--- src/design/u8d_pkg.sv ---
// Shared types and constants of the UTF-8 stream decoder.
package u8d_pkg;

  localparam int unsigned CpW        = 21;
  localparam int unsigned ByteW      = 8;
  localparam int unsigned PayloadW   = 7;
  localparam int unsigned QueueDepth = 2;
  localparam int unsigned QueuePtrW  = 1;
  localparam int unsigned QueueCntW  = 2;

  localparam logic [CpW-1:0] MaxScalar   = 21'h10FFFF;
  localparam logic [CpW-1:0] SurrLo      = 21'h00D800;
  localparam logic [CpW-1:0] SurrHi      = 21'h00DFFF;
  localparam logic [CpW-1:0] ReplReset   = 21'h00005F;

  typedef enum logic [2:0] {
    ClsAscii,
    ClsCont,
    ClsLead2,
    ClsLead3,
    ClsLead4,
    ClsInvalid
  } u8d_class_e;

  typedef struct packed {
    u8d_class_e          cls;
    logic [PayloadW-1:0] payload;
    logic                eot;
  } u8d_item_t;

  typedef struct packed {
    logic [CpW-1:0] code_point;
    logic           replaced;
    logic           last;
  } u8d_result_t;

endpackage

--- src/design/u8d_front.sv ---
// Front end: classifies each incoming byte and strips its marker bits.
module u8d_front (
  input  logic [7:0]         byte_value_i,
  input  logic               end_of_text_i,
  output u8d_pkg::u8d_item_t item_o
);
  import u8d_pkg::*;

  always_comb begin
    item_o.eot     = end_of_text_i;
    item_o.payload = byte_value_i[PayloadW-1:0];
    case (byte_value_i) inside
      [8'h00:8'h7F]: begin
        item_o.cls = ClsAscii;
      end
      [8'h80:8'hBF]: begin
        item_o.cls     = ClsCont;
        item_o.payload = {1'b0, byte_value_i[5:0]};
      end
      [8'hC0:8'hDF]: begin
        item_o.cls     = ClsLead2;
        item_o.payload = {2'b00, byte_value_i[4:0]};
      end
      [8'hE0:8'hEF]: begin
        item_o.cls     = ClsLead3;
        item_o.payload = {3'b000, byte_value_i[3:0]};
      end
      [8'hF0:8'hF7]: begin
        item_o.cls     = ClsLead4;
        item_o.payload = {4'b0000, byte_value_i[2:0]};
      end
      default: begin
        item_o.cls = ClsInvalid;
      end
    endcase
  end

endmodule

--- src/design/u8d_queue.sv ---
// Two-entry queue of classified words between front and back end.
module u8d_queue (
  input  logic               clk_i,
  input  logic               rst_ni,
  input  logic               push_i,
  input  u8d_pkg::u8d_item_t item_i,
  output logic               full_o,
  input  logic               pop_i,
  output logic               valid_o,
  output u8d_pkg::u8d_item_t item_o
);
  import u8d_pkg::*;

  u8d_item_t            mem_q [QueueDepth];
  logic [QueuePtrW-1:0] wr_ptr_q, wr_ptr_d;
  logic [QueuePtrW-1:0] rd_ptr_q, rd_ptr_d;
  logic [QueueCntW-1:0] cnt_q, cnt_d;
  logic                 do_push, do_pop;

  assign full_o  = (cnt_q == QueueCntW'(QueueDepth));
  assign valid_o = (cnt_q != '0);
  assign item_o  = mem_q[rd_ptr_q];
  assign do_push = push_i && !full_o;
  assign do_pop  = pop_i && valid_o;

  always_comb begin
    wr_ptr_d = do_push ? wr_ptr_q + 1'b1 : wr_ptr_q;
    rd_ptr_d = do_pop ? rd_ptr_q + 1'b1 : rd_ptr_q;
    cnt_d    = cnt_q;
    if (do_push && !do_pop) begin
      cnt_d = cnt_q + 1'b1;
    end else if (!do_push && do_pop) begin
      cnt_d = cnt_q - 1'b1;
    end
  end

  always_ff @(posedge clk_i or negedge rst_ni) begin
    if (!rst_ni) begin
      wr_ptr_q <= '0;
      rd_ptr_q <= '0;
      cnt_q    <= '0;
    end else begin
      wr_ptr_q <= wr_ptr_d;
      rd_ptr_q <= rd_ptr_d;
      cnt_q    <= cnt_d;
    end
  end

  always_ff @(posedge clk_i) begin
    if (do_push) begin
      mem_q[wr_ptr_q] <= item_i;
    end
  end

  a_cnt_bound: assert property (@(posedge clk_i) disable iff (!rst_ni)
    cnt_q <= QueueCntW'(QueueDepth))
    else $error("queue count above depth");
  a_ptr_gap: assert property (@(posedge clk_i) disable iff (!rst_ni)
    (cnt_q == '0 || full_o) |-> (wr_ptr_q == rd_ptr_q))
    else $error("queue pointers disagree with count");
  a_cnt_step: assert property (@(posedge clk_i) disable iff (!rst_ni)
    (do_push && !do_pop) |=> (cnt_q == $past(cnt_q) + 1'b1))
    else $error("queue count missed a push");

endmodule

--- src/design/u8d_back.sv ---
// Back end: sequence state, range checks and the result register.
module u8d_back (
  input  logic                      clk_i,
  input  logic                      rst_ni,
  input  logic                      cfg_we_i,
  input  logic [u8d_pkg::CpW-1:0]   cfg_wdata_i,
  input  logic                      head_valid_i,
  input  u8d_pkg::u8d_item_t        head_i,
  output logic                      head_pop_o,
  output logic                      res_valid_o,
  output u8d_pkg::u8d_result_t      res_o,
  input  logic                      res_pop_i
);
  import u8d_pkg::*;

  logic [CpW-1:0] repl_q;
  logic [1:0]     rem_q, rem_d;
  logic [CpW-1:0] part_q, part_d;
  logic           out_valid_q, out_valid_d;
  u8d_result_t    out_q, out_d;
  logic           step;
  logic           emit;
  u8d_result_t    emit_res;
  logic [CpW-1:0] gathered;
  logic [1:0]     rem_next;
  logic           bad_value;

  assign step     = head_valid_i && (!out_valid_q || res_pop_i);
  assign gathered = {part_q[CpW-7:0], head_i.payload[5:0]};
  assign rem_next = rem_q - 2'd1;
  assign bad_value = (gathered > MaxScalar) || (gathered inside {[SurrLo:SurrHi]});

  always_comb begin
    rem_d      = rem_q;
    part_d     = part_q;
    head_pop_o = step;
    emit       = 1'b0;
    emit_res   = '{code_point: repl_q, replaced: 1'b1, last: head_i.eot};
    if (step) begin
      if (rem_q == 2'd0) begin
        part_d = '0;
        case (head_i.cls)
          ClsAscii: begin
            emit     = 1'b1;
            emit_res = '{code_point: CpW'(head_i.payload), replaced: 1'b0, last: head_i.eot};
          end
          ClsLead2, ClsLead3, ClsLead4: begin
            if (head_i.eot) begin
              emit = 1'b1;
            end else begin
              part_d = CpW'(head_i.payload);
              case (head_i.cls)
                ClsLead2: rem_d = 2'd1;
                ClsLead3: rem_d = 2'd2;
                default:  rem_d = 2'd3;
              endcase
            end
          end
          default: begin
            emit = 1'b1;
          end
        endcase
      end else if (head_i.cls != ClsCont) begin
        emit       = 1'b1;
        emit_res   = '{code_point: repl_q, replaced: 1'b1, last: 1'b0};
        rem_d      = 2'd0;
        part_d     = '0;
        head_pop_o = 1'b0;
      end else if (rem_next != 2'd0) begin
        if (head_i.eot) begin
          emit   = 1'b1;
          rem_d  = 2'd0;
          part_d = '0;
        end else begin
          rem_d  = rem_next;
          part_d = gathered;
        end
      end else begin
        emit   = 1'b1;
        rem_d  = 2'd0;
        part_d = '0;
        if (!bad_value) begin
          emit_res = '{code_point: gathered, replaced: 1'b0, last: head_i.eot};
        end
      end
    end
  end

  always_comb begin
    out_valid_d = out_valid_q && !res_pop_i;
    out_d       = out_q;
    if (emit) begin
      out_valid_d = 1'b1;
      out_d       = emit_res;
    end
  end

  assign res_valid_o = out_valid_q;
  assign res_o       = out_q;

  always_ff @(posedge clk_i or negedge rst_ni) begin
    if (!rst_ni) begin
      repl_q      <= ReplReset;
      rem_q       <= '0;
      part_q      <= '0;
      out_valid_q <= 1'b0;
    end else begin
      if (cfg_we_i) begin
        repl_q <= cfg_wdata_i;
      end
      rem_q       <= rem_d;
      part_q      <= part_d;
      out_valid_q <= out_valid_d;
    end
  end

  always_ff @(posedge clk_i) begin
    out_q <= out_d;
  end

  a_eot_idle: assert property (@(posedge clk_i) disable iff (!rst_ni)
    (step && head_pop_o && head_i.eot) |=> (rem_q == 2'd0))
    else $error("sequence left open after end of text");
  a_valid_scalar: assert property (@(posedge clk_i) disable iff (!rst_ni)
    (out_valid_q && !out_q.replaced) |->
      ((out_q.code_point <= MaxScalar) &&
       ((out_q.code_point < SurrLo) || (out_q.code_point > SurrHi))))
    else $error("unreplaced result outside scalar range");
  a_idle_clear: assert property (@(posedge clk_i) disable iff (!rst_ni)
    (rem_q == 2'd0) |-> (part_q == '0))
    else $error("partial value kept while idle");
  a_retry_idle: assert property (@(posedge clk_i) disable iff (!rst_ni)
    (step && !head_pop_o) |=> (rem_q == 2'd0 && head_valid_i))
    else $error("early terminator not retried from idle");

endmodule

--- src/design/utf8_stream_decoder_core.sv ---
// Top level of the UTF-8 stream decoder: front end, word queue, back end.
// A byte is stored in the queue, and a result is then held in the result register.
// Throughput: one byte per cycle while full is low and results are popped; a byte that
// cuts a sequence short is retried from idle after its replacement result, so the queue may fill.
// Reset clears the sequence state, the queue and the result valid flag, and sets
// the replacement code point to underscore (0x5F).
module utf8_stream_decoder_core (
  input  logic                    clk_i,
  input  logic                    rst_ni,
  input  logic                    cfg_we_i,
  input  logic [u8d_pkg::CpW-1:0] cfg_wdata_i,
  input  logic                    push,
  output logic                    full,
  input  logic [7:0]              byte_value_i,
  input  logic                    end_of_text_i,
  output logic                    empty,
  input  logic                    pop,
  output logic [u8d_pkg::CpW-1:0] code_point_o,
  output logic                    replaced_o,
  output logic                    last_o
);
  import u8d_pkg::*;

  u8d_item_t   in_item;
  u8d_item_t   head;
  logic        head_valid;
  logic        head_pop;
  logic        res_valid;
  u8d_result_t res;

  u8d_front u_front (
    .byte_value_i  (byte_value_i),
    .end_of_text_i (end_of_text_i),
    .item_o        (in_item)
  );

  u8d_queue u_queue (
    .clk_i   (clk_i),
    .rst_ni  (rst_ni),
    .push_i  (push),
    .item_i  (in_item),
    .full_o  (full),
    .pop_i   (head_pop),
    .valid_o (head_valid),
    .item_o  (head)
  );

  u8d_back u_back (
    .clk_i        (clk_i),
    .rst_ni       (rst_ni),
    .cfg_we_i     (cfg_we_i),
    .cfg_wdata_i  (cfg_wdata_i),
    .head_valid_i (head_valid),
    .head_i       (head),
    .head_pop_o   (head_pop),
    .res_valid_o  (res_valid),
    .res_o        (res),
    .res_pop_i    (pop)
  );

  assign empty        = !res_valid;
  assign code_point_o = res.code_point;
  assign replaced_o   = res.replaced;
  assign last_o       = res.last;

endmodule

--- config.mk ---
export PLATFORM = sky130hd
export DESIGN_NAME = utf8_stream_decoder_core
export DESIGN_NICKNAME = d
export VERILOG_FILES = /design/src/design/u8d_pkg.sv /design/src/design/u8d_front.sv /design/src/design/u8d_queue.sv /design/src/design/u8d_back.sv /design/src/design/utf8_stream_decoder_core.sv
export SDC_FILE = /design/constraint.sdc
export NUM_CORES = 1
export LEC_CHECK = 0
export BUFFER_PORTS_ARGS = -buffer_cell sky130_fd_sc_hd__buf_2
export CAP_MARGIN = 20
export CORE_MARGIN = 2
export CORE_UTILIZATION = 56
export CTS_CLUSTER_SIZE = 30
export DETAILED_ROUTE_END_ITERATION = 10
export GPL_ROUTABILITY_DRIVEN = 0
export PLACE_DENSITY = 0.79
export SETUP_SLACK_MARGIN = 0.15
export SLEW_MARGIN = 20
export SYNTH_ARGS = -nofsm -noshare
export SYNTH_HDL_FRONTEND = slang
export SYNTH_SLANG_ARGS = --single-unit
--- constraint.sdc ---
create_clock -name clk_i -period 3 [get_ports clk_i]
set_input_delay 0 -clock clk_i [delete_from_list [all_inputs] [get_ports clk_i]]
set_output_delay 0 -clock clk_i [all_outputs]
set_load 0.005 [all_outputs]
# Yosys cells after proc, flatten, opt, wreduce, memory -nomap -nowiden
# Memory sizes are Yosys's and may differ from the RTL's.
# Cells that the tools add are included.
# word_totals
out_inout_bits	25
mem_count	1
ram_bits	22
word_cells	105
ff_bits	66
# mem_list
name	words	width	rd	rd_clocked_by_memory_dff	wr	line	source
u_queue.mem_q	2	11	1	0	1	u8d_queue.sv:14	u8d_item_t mem_q [QueueDepth];
# op_classes
n_eq_ne	7
n_lt_le_gt_ge	13
addsub	5
muxes	43
reduce_logical	26
# ops
operator	n
23-bit two-way mux	6
15-bit two-way mux	4
7-bit two-way mux	7
8-bit >= comparator (second input constant)	4
8-bit less-or-equal comparator (second input constant)	4
21-bit by 16-bit >= comparator with 1-bit output (second input constant)	1
21-bit > comparator (second input constant)	1
21-bit by 16-bit less-or-equal comparator with 1-bit output (second input constant)	1
2-bit two-way mux	8
1-bit two-way mux	13
1-bit logical AND	12
3-bit two-way mux	4
8-bit by 1-bit >= comparator with 1-bit output (second input constant)	1
8-bit by 7-bit less-or-equal comparator with 1-bit output (second input constant)	1
3-bit by 2-bit == test with 1-bit output (second input constant)	2
2-bit nonzero test	3
1-bit logical NOT	5
2-bit inequality test (second input constant)	2
2-bit one-hot mux with 2 select lines	1
2-bit by 1-bit subtractor with 2-bit output (second input constant)	2
3-bit == test (second input constant)	1
3-bit logical NOT	1
3-bit by 1-bit inequality test with 1-bit output (second input constant)	1
3-bit AND reduction	1
other kinds (6)	8

# Longest topological paths before layout
# Gate-level depths: netlist of run 1.
# An unclocked memory read counts as a cell.
# depth
ltp_word	9
ltp_mapped	8
mapped_depth_nobuf	7

# Cells and area by module
# From an unflattened synthesis of run 1, not the netlist that was laid out.
# unflattened
hier_cells	305
area_unflattened_um2	3943.8
# modules_own_cells
mod	cells_per_inst	seq_area_each_um2	area_per_inst_um2	n_inst
u8d_back	233	1674.1	2787.7	1
u8d_queue	53	760.7	1039.7	1
u8d_front	18	0.0	112.6	1
utf8_stream_decoder_core	1	0.0	3.8	1

# Worst setup path before layout of run 1
# Ideal clock, no wire load.
# synth_timing
kind	register to register
from	register u_queue.rd_ptr_q
to	register u_back.out_q, in the netlist u_back.res_o[0], enable pin
arrival_time_ns	2.000
path_buffers	2
setup_slack_ns	0.606
setup_time_ns	0.394
period_less_slack_ns	2.394
stages_incl_launch_ff	6
path_cell_list	dfrtp_1 > buf_2 > and4bb_2 > o211ai_1 > o311a_1 > clkbuf_1
# synth_via
elab_chain_len	6
word_cells_on_any_way	12
classes_between	eq/ne (4); mux (6); reduce/logical (1); memory (1)
# synth_lines
item	line	source
start, declared	u8d_queue.sv:16	logic [QueuePtrW-1:0] rd_ptr_q, rd_ptr_d;
start signal, assigned	u8d_queue.sv:44	rd_ptr_q <= rd_ptr_d;
memory read 2 x 11 bit (*)	-	
3-bit == test, or another cell as far along	u8d_back.sv:42	case (head_i.cls)
3-bit OR reduction or 1-bit two-way mux (tied branches)	u8d_back.sv:42, u8d_back.sv:69	
1-bit two-way mux, on equally long branches	u8d_back.sv:42, u8d_back.sv:63	
1-bit two-way mux (*)	u8d_back.sv:40	if (rem_q == 2'd0) begin
1-bit two-way mux (*)	u8d_back.sv:39	if (step) begin
via u_back.emit	u8d_back.sv:22	logic emit;
end signal, assigned	u8d_back.sv:118	out_q <= out_d;
end, declared	u8d_back.sv:20	u8d_result_t out_q, out_d;
# Mark *: on every way through the listed nets, which the timed path passes. The rest lies on a longest branch.
# A chain may end at the register's enable or synchronous reset.

==> impl_metrics.csv, run 1 <==
group,metric,value,unit
drt,wirelength,7.448,mm
critical_path,cp_max_fo,8,
sta,tns,0,ns
synth,synth_edf_count,45,
sta,drv_slew,0,
sta,finClkSkew,0.007823,ns
synth,synth_fp_nets,325,
clocking,cts.reportedPaths.clkPinSlew,0.08,ns
synth,avgSynthCellArea,13.53,um2
clocking,cts_tree,"done",
critical_path,r2r-start,"u_queue.rd_ptr_q",
sta,fmax,433.2,MHz
drt,first_pass_iters,4,
die,coreArea,0.006756,mm2
synth,synth_cell_types,52,
synth,synth.area.top_cells,"edfxtp_1 (35%), dfrtp_1 (24%), mux2_2 (9.6%)",
finish,finalNonFillerCells,469,
finish,mostFrequentLayoutCell,"buf_2",
critical_path,crit_path_start_kind,"flop",
drt,via_count,2564,
sta,timing.final.ws_setup,0.6916,ns
sta,max_slew_margin,39.80,%
global_route,grt_pass1_wl,11.78,mm
critical_path,cp_slowest_cell,"dfrtp_1",
sta,fin_crit,2.308,ns
power_and_ir_drop,power.total,4014,uW
drt,antenna_left,0,
placed_design,dpl_worst_slack,0.7323,ns
finish,n_antenna_cell,0,
synth,ys_seq_area_share,62.71,%
sta,max_slew.worst_pin.slew,0.8997,ns
power_and_ir_drop,power_frac_comb,31.5,%
clocking,cts_resized,0,
power_and_ir_drop,sw_frac_of_total,31.73,%
placed_design,dp_hpwl,4.994,mm
placed_design,portBuffers,59,
die,rows,30,
clocking,clk_path_buf_depth,2,
power_and_ir_drop,vdd_drop_max,0.4960,mV
power_and_ir_drop,p_seq_share,46.9,%
clocking,cts_buffers,9,
clocking,cts-root-buf,"clkbuf_8",
drt,drtIter0Drc,113,
synth,synthArstFlopShare,48.86,%
die,ios,60,
synth,yosysTopAreaCellShare,34.81,%
hold_path,min_path_type,"in -> reg",
synth,synthCells,287,
run_status,status,"finished, final reports clean",
drt,wl_per_cell,15.88,um
sta,finalCritPeriodShare,76.95,%
sta,hold_viol,0,
global_route,grt_use_total,20.61,%
synth,syn_area,0.003882,mm2
drt,drc,0,
finish,area_growth,23.65,%
critical_path,startpoint,"u_queue.rd_ptr_q",
clocking,clkSinkCount,88,
global_route,grt_pass1_vias,2488,
critical_path,critPathMaxStageDelay,0.53,ns
synth,synth_area_leader_cell,"edfxtp_1",
placed_design,numPlacedInstances,422,
die,die_h,87.27,um
clocking,clk_latency,0.35,ns
power_and_ir_drop,cell_internal_pwr,2740,uW
critical_path,end_kind,"flop",
power_and_ir_drop,power_leakage,0.001980,uW
power_and_ir_drop,power.density,836.1,mW/mm2
global_route,grt_max_degree,44,
finish,layout-drive-gt1-share,32.39,%
power_and_ir_drop,p_sw,1274,uW
synth,synth_warnings,0,
hold_path,min-delay-start,"byte_value_i[7]",
finish,final_cell_mix,"buf_2 (58), edfxtp_1 (45), dfrtp_1 (37), mux2_2 (33), dlygate4sd3_1 (31)",
critical_path,critPathTopFamily,"compound AO/OA/AOI/OAI gates",
die,start_util,57.46,%
clocking,htreeDepth,3,
sta,setup-violations-final,0,
drt,vias_per_cell,5.467,
critical_path,crit_required,3.11,ns
die,die_area,0.007615,mm2
finish,finalNetCount,422,
global_route,grt_overflow,0,
synth,ys_seq_elements,88,
synth,ys.flop_type,"edfxtp_1",
sta,rsz0062_at_grt,"false",
critical_path,timing.critical_path.buf_inv,0,
run,drv_cap,0,
critical_path,crit_chain,"nor4b_1 > o2111ai_1 > o21ai_2 > mux2_2",
global_route,grt_antenna_before_repair,0,
finish,nFillCells,463,
power_and_ir_drop,pwr-share-clk,21.6,%
die,die_w,87.27,um
critical_path,arrival,2.42,ns
critical_path,worstSetupPathType,"reg -> reg",
[worst paths after layout]
| check | endpoint | slack [ns] | depth (start not counted) |
|---|---|---|---|
| min reg2reg | u_queue.cnt_q[1] | 0.50 | 1 |
| max in group asynchronous | u_back.repl_q[4] | 2.43 | 2 |
| min in group asynchronous | u_back.rem_q[1] | 0.18 | 2 |
| max reg2reg | u_back.res_o[7] | 0.69 | 4 |
| max | u_back.res_o[7] | 0.69 | 4 |
| min | u_queue.mem_q[1][7] | 0.03 | 2 |
[timing repair]
item	4_1_cts	5_1_grt
setup endpoints to repair	0	0
hold endpoints to repair	72	0
setup buffers	0	0
hold buffers	31	0
[per-stage QoR]
stage | utilization [%] | instance area, um2 | hold slack [ns]
final | 71.06 | 4801 | 0.03315
after global routing | 71.06 | 4801 | 0.01319
after CTS | 71.02 | 4798 | 0.004115
after detailed placement | 63.28 | 4275 | 0.1922
after global placement | 63.28 | 4275 | 0.1787
after floorplan | - | 3882 | -0.2956
[sequential cells by signal, indices dropped and copies added, names as in the netlist]
| register | count |
|---|---|
| u_back.part_q | 15 |
| u_back.rem_q | 2 |
| u_queue.cnt_q | 2 |
| u_back.repl_q | 21 |
| u_back.res_o | 23 |
| u_queue.rd_ptr_q | 1 |
| u_queue.mem_q | 22 |
| u_queue.wr_ptr_q | 1 |
| u_back.res_valid_o | 1 |
[routing by layer]
layer | vias to the layer above | global-route usage [%] | wire length (um)
li1 | 1236 | - | -
met1 | 1258 | 26.53 | 3319
met2 | 61 | 34.02 | 3767
met3 | 9 | 6.540 | 288
met4 | 0 | 5.315 | 73
met5 | - | 0 | 0
[Yosys cell counts (all sizes together) (3+ instances only)]
| cell | count |
|---|---|
| nor2b | 4 |
| dfstp | 6 |
| buf | 5 |
| a22o | 8 |
| nor2 | 15 |
| a211oi | 6 |
| mux2 | 33 |
| nor3b | 3 |
| inv | 28 |
| xnor2 | 3 |
| mux2i | 15 |
| edfxtp | 45 |
| nor4 | 3 |
| clkbuf | 5 |
| dfrtp | 37 |
| ha | 3 |
| o21ai | 6 |
| nor3 | 4 |
| nand2b | 3 |
| o211ai | 5 |
| nand2 | 17 |
[kinds of logic (layout without fill, tap and decap cells)]
kind of cell	after synthesis	after routing	synth area share (%)
xor gates and xnor gates	5	5	1.128
and+or+nand+nor	62	62	8.862
muxes	48	48	13.44
buffers and inverters	38	140	3.932
DFF	88	88	62.71
adders and majority gates	3	3	0.9669
AOI/OAI and AO/OA	43	43	8.959
[area by class of cell]
type | instances | area, um2 | share of cell area (%)
clock buffers | 11 | 131.4 | 2.737
clock inverters | 5 | 81.33 | 1.694
inverters | 28 | 105.1 | 2.189
multi-input cells | 161 | 1295 | 26.97
flip-flops and latches | 88 | 2435 | 50.72
well taps | 80 | 100.1 | 2.085
repair buffers | 96 | 653.1 | 13.60
[power by group through the flow]
stage	clock [uW]	combinational [uW]	sequential, uW
2_1_floorplan	0	815	1880
3_3_place_gp	0	1200	1900
3_5_place_dp	0	1230	1910
4_1_cts	889	1270	1880
5_1_grt	939	1400	1920
6_report	869	1260	1880
Note: power is estimated with default switching activity, not from simulation.
==> run 2, diff against run 1 <==
--- a/config.mk
+++ b/config.mk
@@ -5,10 +5,11 @@
 export SDC_FILE = /design/constraint.sdc
 export NUM_CORES = 1
 export LEC_CHECK = 0
+export ABC_AREA = 1
 export BUFFER_PORTS_ARGS = -buffer_cell sky130_fd_sc_hd__buf_2
 export CAP_MARGIN = 20
 export CORE_MARGIN = 2
-export CORE_UTILIZATION = 56
+export CORE_UTILIZATION = 57
 export CTS_CLUSTER_SIZE = 30
 export DETAILED_ROUTE_END_ITERATION = 10
 export GPL_ROUTABILITY_DRIVEN = 0
==> constraint.sdc (replaced) <==
create_clock -name clk_i -period 2.32 [get_ports clk_i]
set_input_delay 0 -clock clk_i [delete_from_list [all_inputs] [get_ports clk_i]]
set_output_delay 0 -clock clk_i [all_outputs]
set_load 0.005 [all_outputs]
==> impl_metrics.csv, run 2 <==
group,metric,value,unit
synth,yosysMostFrequentCell,"nand2_1",
sta,max_slew_margin,56.07,%
sta,timing.final.ws_setup,0.2838,ns
critical_path,r2r-start,"u_queue.rd_ptr_q",
power_and_ir_drop,power_frac_comb,42.3,%
drt,drtIter0Drc,193,
finish,largest_reg_flops,23,
global_route,grt_use_met1,27.91,%
sta,hold_viol,0,
hold_path,min_path_type,"in -> reg",
synth,synthCells,443,
synth,yosysTopAreaCellShare,31.87,%
power_and_ir_drop,sw_frac_of_total,37.51,%
critical_path,cpMostUsedCell,"nand2_1",
power_and_ir_drop,power.density,1182,mW/mm2
drt,via_count,3311,
synth,avgSynthCellArea,9.572,um2
critical_path,timing.critical_path.buf_inv,2,
clocking,cts_buffers,9,
clocking,cts-root-buf,"clkbuf_8",
global_route,grt_busiest_layer,"met2",
die,rows,31,
drt,wirelength,8.602,mm
synth,synth_cell_types,41,
sta,finalCritPeriodShare,87.77,%
sta,rsz0062_at_grt,"true",
synth,synth_warnings,0,
synth,synth.area.top_cells,"edfxtp_1 (32%), dfrtp_1 (22%), nand2_1 (9.6%)",
sta,setup-violations-final,0,
power_and_ir_drop,p_seq_share,39.0,%
die,die_area,0.008145,mm2
finish,mostFrequentLayoutCell,"nand2_1",
finish,final_cell_mix,"nand2_1 (109), buf_2 (58), inv_1 (57), edfxtp_1 (45), dfrtp_1 (36)",
placed_design,dpl_worst_slack,-0.1319,ns
drt,antenna_left,0,
run,drv_cap,0,
global_route,grt_max_degree,44,
critical_path,end_kind,"flop",
critical_path,r2r_slack,0.28,ns
finish,finalNetCount,585,
sta,drv_slew,0,
finish,area_growth,24.17,%
global_route,grt_use_total,22.37,%
power_and_ir_drop,p_sw,2335,uW
synth,ys.flop_type,"edfxtp_1",
die,die_w,90.25,um
drt,drc,0,
die,ios,60,
global_route,grt_overflow,0,
placed_design,portBuffers,59,
critical_path,cp_max_fo,23,
synth,synth_common_cells,"nand2_1 (109), inv_1 (57), edfxtp_1 (45)",
global_route,grt_antenna_before_repair,0,
power_and_ir_drop,pwr-share-clk,18.7,%
critical_path,cp_slowest_cell,"nor2_4",
drt,wl_per_cell,13.21,um
drt,vias_per_cell,5.086,
critical_path,crit_chain,"buf_4 > nand2_1 > nand2_1 > clkinv_2 > o21ai_1 > nand3_1 > nand2_2 > nor2_4",
critical_path,crit_path_start_kind,"flop",
finish,n_antenna_cell,0,
global_route,grt_util_met3,5.008,%
power_and_ir_drop,power_leakage,0.002467,uW
power_and_ir_drop,power.total,6225,uW
run_status,status,"finished, final reports clean",
hold_path,min-delay-start,"byte_value_i[7]",
power_and_ir_drop,cell_internal_pwr,3890,uW
clocking,clk_latency,0.36,ns
synth,ys_seq_elements,88,
die,die_h,90.25,um
placed_design,dp_hpwl,5.751,mm
sta,finClkSkew,0.008203,ns
synth,synth_area_leader_cell,"edfxtp_1",
global_route,grt_pass1_vias,3310,
critical_path,crit_required,2.31,ns
hold_path,whs_endpoint,"u_queue.mem_q[0][7]",
die,start_util,58.78,%
die,coreArea,0.007214,mm2
clocking,cts_tree,"done",
finish,layout-drive-gt1-share,25.91,%
synth,synth_fp_nets,481,
sta,max_slew.worst_pin.slew,0.6574,ns
clocking,cts.reportedPaths.clkPinSlew,0.09,ns
synth,synthArstFlopShare,48.86,%
global_route,grt_pass1_wl,14.70,mm
synth,ys_seq_area_share,57.42,%
critical_path,critPathMaxStageDelay,0.52,ns
critical_path,critPathTopFamily,"simple AND/OR/NAND/NOR gates",
clocking,clkSinkCount,88,
sta,fin_crit,2.036,ns
critical_path,r2r_cells,8,
drt,first_pass_iters,4,
global_route,met2_usage,38.41,%
critical_path,arrival,2.03,ns
sta,fmax,491.1,MHz
power_and_ir_drop,vdd_drop_max,0.8236,mV
critical_path,worstSetupPathType,"reg -> reg",
synth,syn_area,0.004240,mm2
critical_path,worstReg2RegEnd,"u_back.res_o[17]",
clocking,htreeDepth,3,
hold_path,min_path_cells,2,
synth,synth_edf_count,45,
clocking,clk_path_buf_depth,2,
finish,nFillCells,543,
==> run 2: kinds of logic (layout without fill, tap and decap cells) <==
| logic type | after synthesis | in the layout | share of synthesized area, % |
|---|---|---|---|
| xor gates and xnor gates | 3 | 3 | 0.6198 |
| DFF | 88 | 88 | 57.42 |
| adders and majority gates | 3 | 3 | 0.8853 |
| and+or+nand+nor | 191 | 191 | 21.36 |
| muxes | 10 | 10 | 2.626 |
| buffers and inverters | 78 | 187 | 7.731 |
| AOI/OAI and AO/OA | 70 | 70 | 9.354 |
==> run 2: worst max-delay path by stage <==
stage / end / cells after the start / slack, ns / from
after floorplan: u_back.res_o[0] / 10 / 0.19 / u_queue.rd_ptr_q
after global placement: u_back.res_o[9] / 9 / -0.009 / u_queue.rd_ptr_q
after detailed placement: u_back.res_o[7] / 9 / -0.13 / u_queue.rd_ptr_q
after CTS: u_queue.cnt_q[1] / 11 / 0.20 / u_queue.rd_ptr_q
after global routing: u_back.res_o[21] / 8 / 0.13 / u_queue.rd_ptr_q
final: u_back.res_o[17] / 8 / 0.28 / u_queue.rd_ptr_q
==> run 2: power by group through the flow <==
stage | sequential, uW | combinational, uW | clock, uW
2_1_floorplan | 2460 | 1680 | 0
3_3_place_gp | 2450 | 2480 | 0
3_5_place_dp | 2470 | 2550 | 0
4_1_cts | 2430 | 2610 | 1190
5_1_grt | 2480 | 2940 | 1250
6_report | 2430 | 2630 | 1160
==> run 2: timing repair <==
action                                  4_1_cts  5_1_grt
cloned                                        0        0
hold buffers                                 29        0
endpoints found under the hold margin        71        0
buffers inserted                              0        1
gates resized for setup                       1        4
endpoints found under the setup margin       23       24
==> run 2: layout make-up <==
cell class / count / area, um2 / share of cell area [%]
flip-flops and latches: 88 / 2436 / 46.27
multi-input cells: 277 / 1495 / 28.40
repair buffers: 111 / 760.7 / 14.45
inverters: 60 / 229.0 / 4.349
clock buffers: 10 / 127.6 / 2.424
well taps: 99 / 123.9 / 2.353
clock inverters: 6 / 92.59 / 1.759
==> run 2: per-layer routing <==
| metal | up-vias | wire length [um] | share of wire (%) |
|---|---|---|---|
| met4 | 0 | 136 | 1.6 |
| met1 | 1564 | 3696 | 43 |
| met3 | 9 | 467 | 5.4 |
| met2 | 84 | 4301 | 50 |
| met5 | - | 0 | 0 |
| li1 | 1654 | - | - |
==> run 2: stage by stage <==
stage / utilization, % / instances / TNS, ns / hold WS (ns) / cell area, um2
after floorplan: - / 443 / 0 / -0.2956 / 4243
after global placement: 65.59 / 605 / -0.1594 / 0.1883 / 4732
after global routing: 72.98 / 651 / 0 / 0.01858 / 5265
final: 72.98 / 651 / 0 / 0.02953 / 5265
after CTS: 72.74 / 650 / 0 / 0.01099 / 5248
after detailed placement: 65.59 / 605 / -2.982 / 0.1923 / 4732
